## config.mk

```make
export PLATFORM = sky130hd
export DESIGN_NAME = sgdau_ctrl
export DESIGN_NICKNAME = d
export VERILOG_FILES = /design/src/sv/sgdau_pkg.sv /design/src/sv/sgdau_ctrl.sv
export SDC_FILE = /design/constraint.sdc
export NUM_CORES = 1
export LEC_CHECK = 0
export ABC_AREA = 1
export BUFFER_PORTS_ARGS = -buffer_cell sky130_fd_sc_hd__buf_2
export CORE_AREA = 2 2 39 41
export DETAILED_ROUTE_END_ITERATION = 10
export DIE_AREA = 0 0 41 43
export SLEW_MARGIN = 20
export SYNTH_ARGS = -nofsm -noshare
export SYNTH_HDL_FRONTEND = slang
export SYNTH_SLANG_ARGS = --single-unit
```

## constraint.sdc

```tcl
create_clock -name i_clk -period 1.7 [get_ports i_clk]
set_clock_uncertainty 0.1 [all_clocks]
set_input_delay 0.34 -clock i_clk [delete_from_list [all_inputs] [get_ports i_clk]]
set_output_delay 0.34 -clock i_clk [all_outputs]
set_load 0.01 [all_outputs]
```

## src/sv/sgdau_pkg.sv

```systemverilog
package sgdau_pkg;

    localparam int DATA_W     = 32;
    localparam int IDX_W      = 12;
    localparam int OP_W       = 3;
    localparam int CFG_IDX_W  = 2;
    localparam int CFG_DATA_W = 31;

    localparam int LR_W     = 17;
    localparam int BS_W     = 16;
    localparam int LAMBDA_W = 17;
    localparam int CLIP_W   = 31;

    localparam logic [LR_W-1:0]     LR_RESET     = 17'd655;
    localparam logic [BS_W-1:0]     BS_RESET     = 16'd32;
    localparam logic [LAMBDA_W-1:0] LAMBDA_RESET = 17'd0;
    localparam logic [CLIP_W-1:0]   CLIP_RESET   = 31'd327680;

    localparam int                  DIV_CNT_W = 5;
    localparam logic [DIV_CNT_W-1:0] DIV_LAST = 5'd31;

    typedef enum logic [OP_W-1:0] {
        OP_ACC_WEIGHT = 3'd0,
        OP_ACC_BIAS   = 3'd1,
        OP_UPDATE     = 3'd2,
        OP_LOAD       = 3'd3,
        OP_READ       = 3'd4
    } t_op;

    typedef enum logic [CFG_IDX_W-1:0] {
        CFG_LEARN_RATE = 2'd0,
        CFG_BATCH_SIZE = 2'd1,
        CFG_L2_LAMBDA  = 2'd2,
        CFG_GRAD_CLIP  = 2'd3
    } t_cfg_idx;

    typedef enum logic [1:0] {
        MUL_NONE = 2'd0,
        MUL_PROD = 2'd1,
        MUL_L2   = 2'd2,
        MUL_STEP = 2'd3
    } t_mul_sel;

    typedef enum logic [3:0] {
        ST_CLEAR    = 4'd0,
        ST_IDLE     = 4'd1,
        ST_ADDR     = 4'd2,
        ST_READ     = 4'd3,
        ST_DIV_INIT = 4'd4,
        ST_DIV      = 4'd5,
        ST_GSUM     = 4'd6,
        ST_STEP     = 4'd7,
        ST_FIN      = 4'd8
    } t_state;

    typedef struct packed {
        logic [OP_W-1:0]          op;
        logic [IDX_W-1:0]         index;
        logic signed [DATA_W-1:0] delta;
        logic signed [DATA_W-1:0] activation;
        logic                     is_bias;
        logic signed [DATA_W-1:0] load_value;
    } t_in_item;

    typedef struct packed {
        logic signed [DATA_W-1:0] result_value;
        logic                     saturated;
    } t_out_item;

    typedef struct packed {
        logic     cap;
        logic     addr_en;
        logic     rd_en;
        logic     clr;
        logic     div_start;
        logic     div_step;
        logic     gsum;
        logic     finish;
        t_mul_sel mul_sel;
    } t_dp_cmd;

    typedef struct packed {
        logic clr_last;
        logic div_last;
        logic out_ready;
        logic is_update;
    } t_dp_sts;

endpackage

```

## src/sv/sgdau_ctrl.sv

```systemverilog
module sgdau_ctrl (
    input  logic               i_clk,
    input  logic               i_rst_n,
    input  logic               i_in_valid,
    input  sgdau_pkg::t_dp_sts i_sts,
    output logic               o_in_stall,
    output sgdau_pkg::t_dp_cmd o_cmd
);

    sgdau_pkg::t_state r_state;
    sgdau_pkg::t_state n_state;

    always_ff @(posedge i_clk) begin
        if (!i_rst_n) begin
            r_state <= sgdau_pkg::ST_CLEAR;
        end else begin
            r_state <= n_state;
        end
    end

    always_comb begin
        n_state = r_state;
        unique case (r_state)
            sgdau_pkg::ST_CLEAR: begin
                if (i_sts.clr_last) n_state = sgdau_pkg::ST_IDLE;
            end
            sgdau_pkg::ST_IDLE: begin
                if (i_in_valid) n_state = sgdau_pkg::ST_ADDR;
            end
            sgdau_pkg::ST_ADDR: begin
                n_state = sgdau_pkg::ST_READ;
            end
            sgdau_pkg::ST_READ: begin
                n_state = i_sts.is_update ? sgdau_pkg::ST_DIV_INIT : sgdau_pkg::ST_FIN;
            end
            sgdau_pkg::ST_DIV_INIT: begin
                n_state = sgdau_pkg::ST_DIV;
            end
            sgdau_pkg::ST_DIV: begin
                if (i_sts.div_last) n_state = sgdau_pkg::ST_GSUM;
            end
            sgdau_pkg::ST_GSUM: begin
                n_state = sgdau_pkg::ST_STEP;
            end
            sgdau_pkg::ST_STEP: begin
                n_state = sgdau_pkg::ST_FIN;
            end
            sgdau_pkg::ST_FIN: begin
                if (i_sts.out_ready) n_state = sgdau_pkg::ST_IDLE;
            end
            default: begin
                n_state = sgdau_pkg::ST_IDLE;
            end
        endcase
    end

    always_comb begin
        o_cmd         = '0;
        o_cmd.mul_sel = sgdau_pkg::MUL_NONE;
        o_in_stall    = 1'b1;
        unique case (r_state)
            sgdau_pkg::ST_CLEAR: begin
                o_cmd.clr = 1'b1;
            end
            sgdau_pkg::ST_IDLE: begin
                o_in_stall = 1'b0;
                o_cmd.cap  = i_in_valid;
            end
            sgdau_pkg::ST_ADDR: begin
                o_cmd.addr_en = 1'b1;
            end
            sgdau_pkg::ST_READ: begin
                o_cmd.rd_en   = 1'b1;
                o_cmd.mul_sel = sgdau_pkg::MUL_PROD;
            end
            sgdau_pkg::ST_DIV_INIT: begin
                o_cmd.div_start = 1'b1;
                o_cmd.mul_sel   = sgdau_pkg::MUL_L2;
            end
            sgdau_pkg::ST_DIV: begin
                o_cmd.div_step = 1'b1;
            end
            sgdau_pkg::ST_GSUM: begin
                o_cmd.gsum = 1'b1;
            end
            sgdau_pkg::ST_STEP: begin
                o_cmd.mul_sel = sgdau_pkg::MUL_STEP;
            end
            sgdau_pkg::ST_FIN: begin
                o_cmd.finish = i_sts.out_ready;
            end
            default: begin
                o_in_stall = 1'b1;
            end
        endcase
    end

endmodule

```

==> results of run 1 <==
==> cells by family (layout without fill, tap and decap cells) <==
logic type      Yosys count  after routing
simple gates             31             31
buf+inv                  10             32
compound gates            4              4
flops                     4              4
==> worst min-delay path, stage by stage <==
cell	delay [ns]
buf_2	0.10
nand2_1	0.07
nor2_2	0.03
==> layout by cell type, fill, tap and decap left out, types with 3 or more instances in the layout <==
cell type / count
nor2_2: 4
inv_1: 4
nand2_1: 5
buf_2: 17
inv_2: 5
nor2_1: 6
clkbuf_4: 3
nor3_1: 4
nand2_2: 3
==> per-stage QoR <==
stage	total power [W]	hold slack (ns)
3_3_place_gp	0.000297	0.486
3_5_place_dp	0.000299	0.498
6_report	0.000442	0.256
4_1_cts	0.000425	0.254
5_1_grt	0.000484	0.255
2_1_floorplan	0.000246	0.375
==> what timing repair did <==
action                     CTS  global route
pin swaps                    0             1
gates resized for setup      1             4
gates cloned                 0             0
setup buffers                0             2
setup endpoints to repair    1             6
==> worst paths after layout <==
| path | start | endpoint | slack (ns) | cells past startpoint |
|---|---|---|---|---|
| max | r_state[1] | o_cmd[1] | 0.11 | 4 |
| min | i_rst_n | r_state[0] | 0.26 | 3 |
| max reg2reg | r_state[1] | r_state[0] | 0.38 | 6 |
| min reg2reg | r_state[0] | r_state[0] | 0.51 | 3 |
==> metal layers <==
layer | track usage (%) | up-vias
met2 | 18.1 | 10
met4 | 10.0 | 0
met5 | 0 | -
li1 | - | 200
met1 | 10.9 | 173
met3 | 1.57 | 0
==> area by class of cell <==
cell class,count,area [um2]
timing repair buffer,19,100
fill,153,910
inverter,10,38.8
sequential,4,82.6
clock buffer,3,22.5
tap,16,20.0
multi-input combinational,35,210
==> power breakdown <==
group | internal (W) | switching, W
clock | 0.0000786 | 0.0000333
sequential | 0.000108 | 0.0000251
combinational | 0.0000852 | 0.000112
==> metrics.md, run 1 <==
| Metric | Value |
|---|---|
| Crit end category | `output port` |
| Worst Hold Class | `primary input to flop` |
| Highest metal used | `met3` |
| Diode count | `0` |
| HPWL after detailed placement | `approximately 700 um` |
| Final slew viol count | `0` |
| Biggest register | `r_state` |
| Xor and xnor fraction of the mapped netlist area | `0%` |
| Finished Cell Area | `474 um2` |
| # DRC | `0` |
| Metal2 WL | `approximately 450 um` |
| Final setup viols | `0` |
| Share of cells above drive strength 1 | `around three fifths` |
| CORE AREA | `1380 um2` |
| Maxcap violations | `0` |
| Final core utilization | `34.3%` |
| Latest clock arrival within the worst-skew pair | `0.23 ns` |
| Synthesized area per cell | `6.38 um2` |
| Biggest regs | `r_state x4` |
| Synth area leaders | `dfxtp_1 26%, nor2_2 12%, nor2_1 7.2%` |
| Post-Synth Simple-Gate Area | `54.8%` |
| DRT Wirelength | `approximately 840 um` |
| Area of the mapped netlist | `between 300 and 400 um2` |
| Antenna violations before repair | `0` |
| Num ports | `18` |
| Wirelength per Cell | `9.62 um` |
| Leakage power | `0.248 nW` |
| Post-synthesis sequential element count | `4` |
| Critical Path AT | `1.15 ns` |
| Clock sinks | `4` |
| Synth Instances | `~50` |
| Mux cell area share after synthesis | `0%` |
| Cell family with most CP delay | `flip-flops` |
| Synth Flop Type | `dfxtp_1` |
| Critical path class | `flop to output port` |
| VDD IR max | `0.000286 V` |
| Clock transition at the registers of the reported paths | `~0.03 ns` |
| Total power divided by cell area | `932 nW/um2` |
| Max transition margin | `83.3%` |
| Largest register FFs | `4` |
| First DRT Iteration DRCs | `7` |
| Layout net count | `80` |
| Layout Cells excl Fill | `87` |
| Number of global-route vias before repair | `350` |
| FFs w/ async S/R, synth | `0%` |
| Met3 Wirelength | `between 40 and 50 um` |
| RSZ-0062 raised after global routing | `no` |
| DRT met1 WL | `~340 um` |
| Initial Util | `22.6%` |
| Final setup TNS | `0 ns` |
| First-pass GRT wire length | `1280 um` |
| Die height | `43 um` |
| Cell taking the most area after synthesis | `dfxtp_1` |
| Placer's final routability congestion estimate | `0.765` |
| Synthesized-area fraction occupied by adder cells | `0%` |
| Net Count, Synth | `56` |
| CP Data Required Time | `1.26 ns` |
| Critical Path Max Stage Delay | `approximately 0.37 ns` |
| Worst-path cell chain | `nor2_4, clkinv_2, a21oi_1, buf_2` |
| Fmax | `~0.63 GHz` |
| Post-synthesis sequential area ratio | `25.6%` |
| Fin crit share | `93.8%` |
| Post-synth EDFFs | `0` |
| Crit-path max FO | `5` |
| Total placed cells including tap cells | `82` |
| Clock Tree Buf Depth | `2` |
| FP Rows | `14` |
| Total die area | `1760 um2` |
| Post-synth cell types | `17` |
| Root Buffer | `clkbuf_4` |
| DP Area | `418 um2` |
| CP max stage cell | `dfxtp_1` |
| Post-route setup slack | `0.105 ns` |
| # H-tree levels | `1` |
| Port Buffers | `17` |
| YS warnings | `0` |
| Final ANT Viol Nets | `0` |
| Combinational family with the most area after synthesis | `simple AND/OR/NAND/NOR gates` |
| Commonest cells post-synth | `6 x nor2_1, 6 x nor2_2, 5 x inv_2, 5 x nand2_1` |
| Largest net degree at the start of global routing | `7` |
| Routed vias/inst | `around 4.4` |
| Compound-gate portion of the synthesized area | `7.20%` |
| CTS tree | `yes` |
| Area growth from synthesis to layout | `51.6%` |
| Critical path buffers and inverters | `2` |
| Post-synth top area share | `about a quarter` |
| Die W | `41 um` |
| First-pass DRT Iterations | `3` |
| Fin. Hold Viols | `0` |
| Status | `finished, final reports clean` |
| Startpoint Class | `flop` |
| Crit path time final | `1.59 ns` |
| Post-Place Setup Slack | `around 0.23 ns` |
| GR Overflow Total | `0` |
| Routed vias | `383` |
| Total CTS buffers | `3` |
| Total GRT Usage | `11.0%` |
| Actual slew at the worst max-slew pin | `0.250 ns` |
| Cts hold-fix bufs | `0` |
Note: power is estimated with default switching activity, not from simulation.
==> run 2: changes to the inputs <==
--- a/config.mk
+++ b/config.mk
@@ -8,6 +8,7 @@
 export ABC_AREA = 1
 export BUFFER_PORTS_ARGS = -buffer_cell sky130_fd_sc_hd__buf_2
 export CORE_AREA = 2 2 39 41
+export CTS_CLUSTER_SIZE = 14
 export DETAILED_ROUTE_END_ITERATION = 10
 export DIE_AREA = 0 0 41 43
 export SLEW_MARGIN = 20
==> constraint.sdc (replaced) <==
create_clock -name i_clk -period 1.7 [get_ports i_clk]
set_clock_uncertainty 0.1 [all_clocks]
set_input_delay 0.34 -clock i_clk [delete_from_list [all_inputs] [get_ports i_clk]]
set_output_delay 0.34 -clock i_clk [all_outputs]
set_load 0.05 [all_outputs]
==> run 2 against run 1 <==
Effect of this change: sequential power up 4%; cell count unchanged; total power rose by 26%; combinational power increased by 55%; cell area rose by 13%; global-route usage down 0.58 points; maximum frequency fell by 2.9%; worst setup slack worse by 0.047 ns; critical path depth increased by 1; core utilization grew 4.4 points; sequential cell count unchanged; critical path type unchanged; largest cell class unchanged.
==> metrics.md, run 2 (synthesis gave the netlist of run 1 again) <==
| Metric | Value |
|---|---|
| Root Buffer | `clkbuf_4` |
| HPWL after detailed placement | `668 um (-7.3%)` |
| Fillers | `146 (-4.6%)` |
| Latest clock arrival within the worst-skew pair | `0.23 ns (about the same)` |
| Sw Share | `48.4% (+9.9 points)` |
| Startpoint Class | `flop` |
| Number of global-route vias before repair | `322 (-8.0%)` |
| Register-to-Register Path Depth | `6 (unchanged)` |
| Clock Tree Buf Depth | `2 (unchanged)` |
| Crit end category | `output port` |
| Comb pwr share | `55.1% (+11 points)` |
| Diode count | `0 (unchanged)` |
| Met1 Usage GRT | `15.2% (+4.3 points)` |
| Layout net count | `80 (unchanged)` |
| RSZ-0062 raised after global routing | `yes` |
| Largest register FFs | `4 (unchanged)` |
| Final setup viols | `0 (unchanged)` |
| Share of cells above drive strength 1 | `71.8% (+13 points)` |
| Actual slew at the worst max-slew pin | `0.234 ns (-0.0157 ns)` |
| Total power divided by cell area | `1040 nW/um2 (+11%)` |
| # H-tree levels | `1 (unchanged)` |
| Port Buffers | `17 (unchanged)` |
| VDD IR max | `0.000510 V (+79%)` |
| Fin. Hold Viols | `0 (unchanged)` |
| Most common cell after layout, fill and taps aside | `buf_2` |
| Seq pwr share | `24.8% (-5.3 points)` |
| FP Rows | `14 (unchanged)` |
| Placer's final routability congestion estimate | `0.818 (+7.0%)` |
| Most frequent cells in the layout | `8 x buf_2, 7 x nor2_2, 7 x buf_4, 5 x inv_2, 5 x clkbuf_4` |
| Total die area | `1760 um2 (unchanged)` |
| Gr busiest metal | `met1` |
| Die height | `43 um (unchanged)` |
| Num ports | `18 (unchanged)` |
| Post-route setup slack | `0.0578 ns (-0.0474 ns)` |
| First DRT Iteration DRCs | `3 (-4)` |
| Antenna violations before repair | `0 (unchanged)` |
| Sw power | `0.000269 W (+58%)` |
| Total CTS buffers | `3 (unchanged)` |
| # DRC | `0 (unchanged)` |
| Max transition margin | `84.3% (+0.95 points)` |
| Wirelength per Cell | `9.28 um (-3.6%)` |
| Area growth from synthesis to layout | `71.2%` |
| Register area | `87.6 um2 (+6.1%)` |
| Clock transition at the registers of the reported paths | `0.03 ns (about the same)` |
| CP Data Required Time | `1.26 ns (about the same)` |
| Fmax | `0.609 GHz (-2.9%)` |
| Routed vias | `375 (-2.1%)` |
| CTS tree | `yes` |
| Total GRT Usage | `10.5% (-0.58 points)` |
| Global-route met3 utilization | `4.71% (+3.1 points)` |
| Footprint of the multi-input gates | `235 um2 (+12%)` |
| Critical Path AT | `1.20 ns (+0.05 ns)` |
| DP Area | `449 um2 (+7.5%)` |
| Clock sinks | `4 (unchanged)` |
| CORE AREA | `1380 um2 (unchanged)` |
| GR Overflow Total | `0 (unchanged)` |
| Biggest register | `r_state` |
| Fin crit share | `96.6% (+2.8 points)` |
| DRT Wirelength | `807 um (-3.6%)` |
| Final ANT Viol Nets | `0 (unchanged)` |
| Largest net degree at the start of global routing | `7 (unchanged)` |
| Die W | `41 um (unchanged)` |
| Clk pwr share | `20.1% (-5.2 points)` |
| Status | `finished, final reports clean` |
| Leakage power | `0.254 nW (+2.5%)` |
| Initial Util | `22.6% (unchanged)` |
| Cts hold-fix bufs | `0 (unchanged)` |
| Maxcap violations | `0 (unchanged)` |
| Crit-path max FO | `6 (+1)` |
| Worst Hold Class | `primary input to flop` |
| Biggest regs | `r_state x4` |
| Crit path time final | `1.64 ns (+0.0474 ns)` |
| Hold Crit Depth | `3 (unchanged)` |
| Routed vias/inst | `4.31 (-2.1%)` |
| Post-Place Setup Slack | `0.126 ns (-0.0989 ns)` |
| Final setup TNS | `0 ns (unchanged)` |
| Total placed cells including tap cells | `83 (+1.2%)` |
| First-pass DRT Iterations | `2 (-1)` |
| First-pass GRT wire length | `1240 um (-3.2%)` |
| Met2 Use GR | `13.1% (-5.0 points)` |
| Final slew viol count | `0 (unchanged)` |
| Cell Int Power | `0.000287 W (+5.4%)` |
| Finished Cell Area | `536 um2 (+13%)` |
| Layout Cells excl Fill | `87 (unchanged)` |
| Critical path class | `flop to output port` |
## run 2: power by group through the flow
stage	sequential [W]	combinational (W)	clock [W]
final	0.000138	0.000306	0.000112
after global placement	0.000129	0.000273	0
after CTS	0.000133	0.000286	0.000119
after floorplan	0.000126	0.000224	0
after global routing	0.000140	0.000329	0.000123
after detailed placement	0.000129	0.000273	0
## run 2: critical path: stages, from the launching register on
cell,delay (ns)
dfxtp_4,0.39
inv_2,0.06
nor2_2,0.14
nand2_2,0.09
nor2_4,0.10
buf_4,0.19
## run 2: area by class of cell
class | instances | area share [%]
clock buffers | 3 | 4.21
inverters | 10 | 7.48
multi-input cells | 35 | 43.9
flip-flops and latches | 4 | 16.4
well taps | 16 | 3.74
repair buffers | 19 | 24.3
## run 2: timing repair
item                                   CTS  global route
gates resized for setup                 12             9
endpoints found under the hold margin    0             0
setup endpoints to repair                9            10
buffers inserted                         0             1
pin swaps                                0             1
## run 2: path summary, 6_finish.rpt
path / start / endpoint / slack, ns
hold reg to reg: r_state[3] / r_state[3] / 0.48
hold / removal: i_rst_n / r_state[0] / 0.26
setup / recovery: r_state[0] / o_cmd[9] / 0.06
setup reg to reg: r_state[1] / r_state[0] / 0.44
## run 2: layer usage
| layer | vias to the layer above | share of wire, % | wire [um] |
|---|---|---|---|
| met4 | 0 | 0 | 0 |
| met1 | 162 | 47 | 381 |
| met3 | 0 | 6.3 | 51 |
| li1 | 201 | - | - |
| met2 | 12 | 46 | 375 |
| met5 | - | 0 | 0 |
## run 2: stage by stage
stage / total power (W) / hold WS [ns] / utilization, %
2_1_floorplan: 0.000350 / 0.375 / -
3_3_place_gp: 0.000401 / 0.485 / 32.5
3_5_place_dp: 0.000402 / 0.493 / 32.5
4_1_cts: 0.000538 / 0.250 / 36.3
5_1_grt: 0.000592 / 0.255 / 38.7
6_report: 0.000556 / 0.255 / 38.7
==> run 3: changes to the inputs <==
--- a/config.mk
+++ b/config.mk
@@ -8,9 +8,11 @@
 export ABC_AREA = 1
 export BUFFER_PORTS_ARGS = -buffer_cell sky130_fd_sc_hd__buf_2
 export CORE_AREA = 2 2 39 41
+export CTS_CLUSTER_DIAMETER = 100
 export CTS_CLUSTER_SIZE = 14
 export DETAILED_ROUTE_END_ITERATION = 10
 export DIE_AREA = 0 0 41 43
+export REMOVE_ABC_BUFFERS = 1
 export SLEW_MARGIN = 20
 export SYNTH_ARGS = -nofsm -noshare
 export SYNTH_HDL_FRONTEND = slang
==> run 3 against run 2 <==
Effect of this change: sequential share of layout area rose by 1.3 points; critical endpoint is now o_cmd[2]; via count fell by 0.80%; sequential cell count did not move; largest power group unchanged; total power fell by 3.8%; combinational power fell by 7.2%; first-iteration DRC count did not move; maximum frequency rose by 0.49%; cell area fell by 4.9%; cell count fell by 2.3%.
==> metrics.md, run 3 (synthesis gave the netlist of run 1 again) <==
| Metric | Value |
|---|---|
| DRT Wirelength | `873 um (+8.2%)` |
| # H-tree levels | `1 (unchanged)` |
| Biggest regs | `r_state x4` |
| Clock sinks | `4 (unchanged)` |
| Clock transition at the registers of the reported paths | `0.03 ns (about the same)` |
| First-pass DRT Iterations | `2 (unchanged)` |
| Crit end category | `output port` |
| VDD IR max | `0.000330 V (-35%)` |
| Total power divided by cell area | `1050 nW/um2 (+1.2%)` |
| CP max stage cell | `dfxtp_2` |
| HPWL after detailed placement | `736 um (+10%)` |
| CP Data Required Time | `1.26 ns (about the same)` |
| Num ports | `18 (unchanged)` |
| Number of global-route vias before repair | `361 (+12%)` |
| Hold WS | `0.253 ns (-0.00264 ns)` |
| Startpoint Class | `flop` |
| Final core utilization | `36.8% (-1.9 points)` |
| Largest net degree at the start of global routing | `7 (unchanged)` |
| Wirelength per Cell | `10.3 um (+11%)` |
| Critical Path Max Stage Delay | `0.40 ns (about the same)` |
| Global-route met3 utilization | `1.57% (-3.1 points)` |
| Met1 Usage GRT | `9.94% (-5.2 points)` |
| Layout net count | `78 (-2.5%)` |
| First DRT Iteration DRCs | `3 (unchanged)` |
| Status | `finished, final reports clean` |
| Leakage power | `0.245 nW (-3.5%)` |
| Worst Hold Class | `primary input to flop` |
| Share of cells above drive strength 1 | `63.8% (-8.1 points)` |
| Port Buffers | `17 (unchanged)` |
| Total CTS buffers | `3 (unchanged)` |
| Routed vias/inst | `4.38 (+1.5%)` |
| Final ANT Viol Nets | `0 (unchanged)` |
| Most common cell after layout, fill and taps aside | `buf_2` |
| Worst-path cell chain | `inv_2, nor4_2, buf_4` |
| Crit-path max FO | `4 (-2)` |
| Gr busiest metal | `met2` |
| Actual slew at the worst max-slew pin | `0.247 ns (+0.0131 ns)` |
| Total die area | `1760 um2 (unchanged)` |
| Critical path class | `flop to output port` |
| CORE AREA | `1380 um2 (unchanged)` |
| Maxcap violations | `0 (unchanged)` |
| Total GRT Usage | `11.2% (+0.78 points)` |
| Antenna violations before repair | `0 (unchanged)` |
| Initial Util | `22.6% (unchanged)` |
| Die height | `43 um (unchanged)` |
| # DRC | `0 (unchanged)` |
| Crit path time final | `1.63 ns (-0.00801 ns)` |
| Setup repair bufs after CTS | `0 (unchanged)` |
| FP Rows | `14 (unchanged)` |
| GR Overflow Total | `0 (unchanged)` |
| Met2 Use GR | `19.7% (+6.6 points)` |
| Latest clock arrival within the worst-skew pair | `0.23 ns (about the same)` |
| RSZ-0062 raised after global routing | `no` |
| Most frequent cells in the layout | `8 x buf_2, 6 x nor2_1, 6 x buf_4` |
| Largest register FFs | `4 (unchanged)` |
| Final slew viol count | `0 (unchanged)` |
| Placer's final routability congestion estimate | `0.765 (-6.5%)` |
| Tot Pwr | `0.000535 W (-3.8%)` |
| Critical Path AT | `1.19 ns (about the same)` |
| Fin crit share | `96.1% (-0.47 points)` |
| Area growth from synthesis to layout | `62.8%` |
| Die W | `41 um (unchanged)` |
| Fin. Hold Viols | `0 (unchanged)` |
| Clock Tree Buf Depth | `2 (unchanged)` |
| Fmax | `0.612 GHz (+0.49%)` |
| Max transition margin | `83.6% (-0.64 points)` |
| First-pass GRT wire length | `1280 um (+3.9%)` |
| Cts hold-fix bufs | `0 (unchanged)` |
| Routed vias | `372 (-0.80%)` |
| Root Buffer | `clkbuf_4` |
| Final setup viols | `0 (unchanged)` |
| Diode count | `0 (unchanged)` |
| Biggest register | `r_state` |
| CTS tree | `yes` |
run 3: cell types whose count changed in the layout (fill, tap and decap cells not counted):
cell | previous run | this run
nand2_1 | 4 | 5
nor2_1 | 3 | 6
dfxtp_4 | 1 | 2
nor3_1 | 1 | 2
nand2_2 | 4 | 3
nor3_2 | 3 | 2
buf_4 | 7 | 6
buf_6 | 2 | 1
dfxtp_2 | 3 | 2
nor2_4 | 2 | 3
nor2_2 | 7 | 3
run 3: area by class of cell:
| type | instances | area (um2) |
|---|---|---|
| tap | 16 | 20.0 |
| timing repair buffer | 17 | 111 |
| clock buffer | 3 | 22.5 |
| inverter | 10 | 40.0 |
| fill | 179 | 875 |
| multi-input combinational | 35 | 225 |
| sequential | 4 | 90.1 |
run 3: critical path, delay by kind of cell (launching register included):
family / cells / cell delay, ns
buffers and inverters: 2 / 0.32
DFF: 1 / 0.40
and+or+nand+nor: 1 / 0.25
run 3: what timing repair did:
| action | 4_1_cts | 5_1_grt |
|---|---|---|
| gates cloned | 0 | 0 |
| setup endpoints to repair | 9 | 10 |
| pin swaps | 0 | 1 |
| resized for setup | 10 | 14 |
run 3: final timing paths:
check                  start         end  slack (ns)  cells after the start
hold / removal       i_rst_n  r_state[0]        0.25                      3
setup / recovery  r_state[3]    o_cmd[2]        0.07                      3
setup reg to reg  r_state[3]  r_state[0]        0.50                      7
hold reg to reg   r_state[2]  r_state[3]        0.50                      3
run 3: power by group:
part / total [W] / switching [W] / internal (W)
clock: 0.000113 / 0.0000343 / 0.0000786
combinational: 0.000284 / 0.000201 / 0.0000827
sequential: 0.000138 / 0.0000279 / 0.000110
run 3: per-layer routing:
layer / routed length [um] / share of wire, % / up-vias
met4: 0 / 0 / 0
met5: 0 / 0 / -
met1: 362 / 41 / 165
li1: - / - / 197
met2: 479 / 55 / 10
met3: 32 / 3.7 / 0
run 3: stage by stage:
step / setup slack, ns / TNS, ns / instance area (um2) / std cells
6_report: 0.0659 / 0 / 509 / 85
5_1_grt: 0.00341 / 0 / 509 / 85
4_1_cts: -0.0239 / -0.0684 / 469 / 85
3_5_place_dp: 0.0606 / 0 / 418 / 82
3_3_place_gp: 0.116 / 0 / 418 / 82
2_1_floorplan: -0.832 / -2.59 / 313 / 49
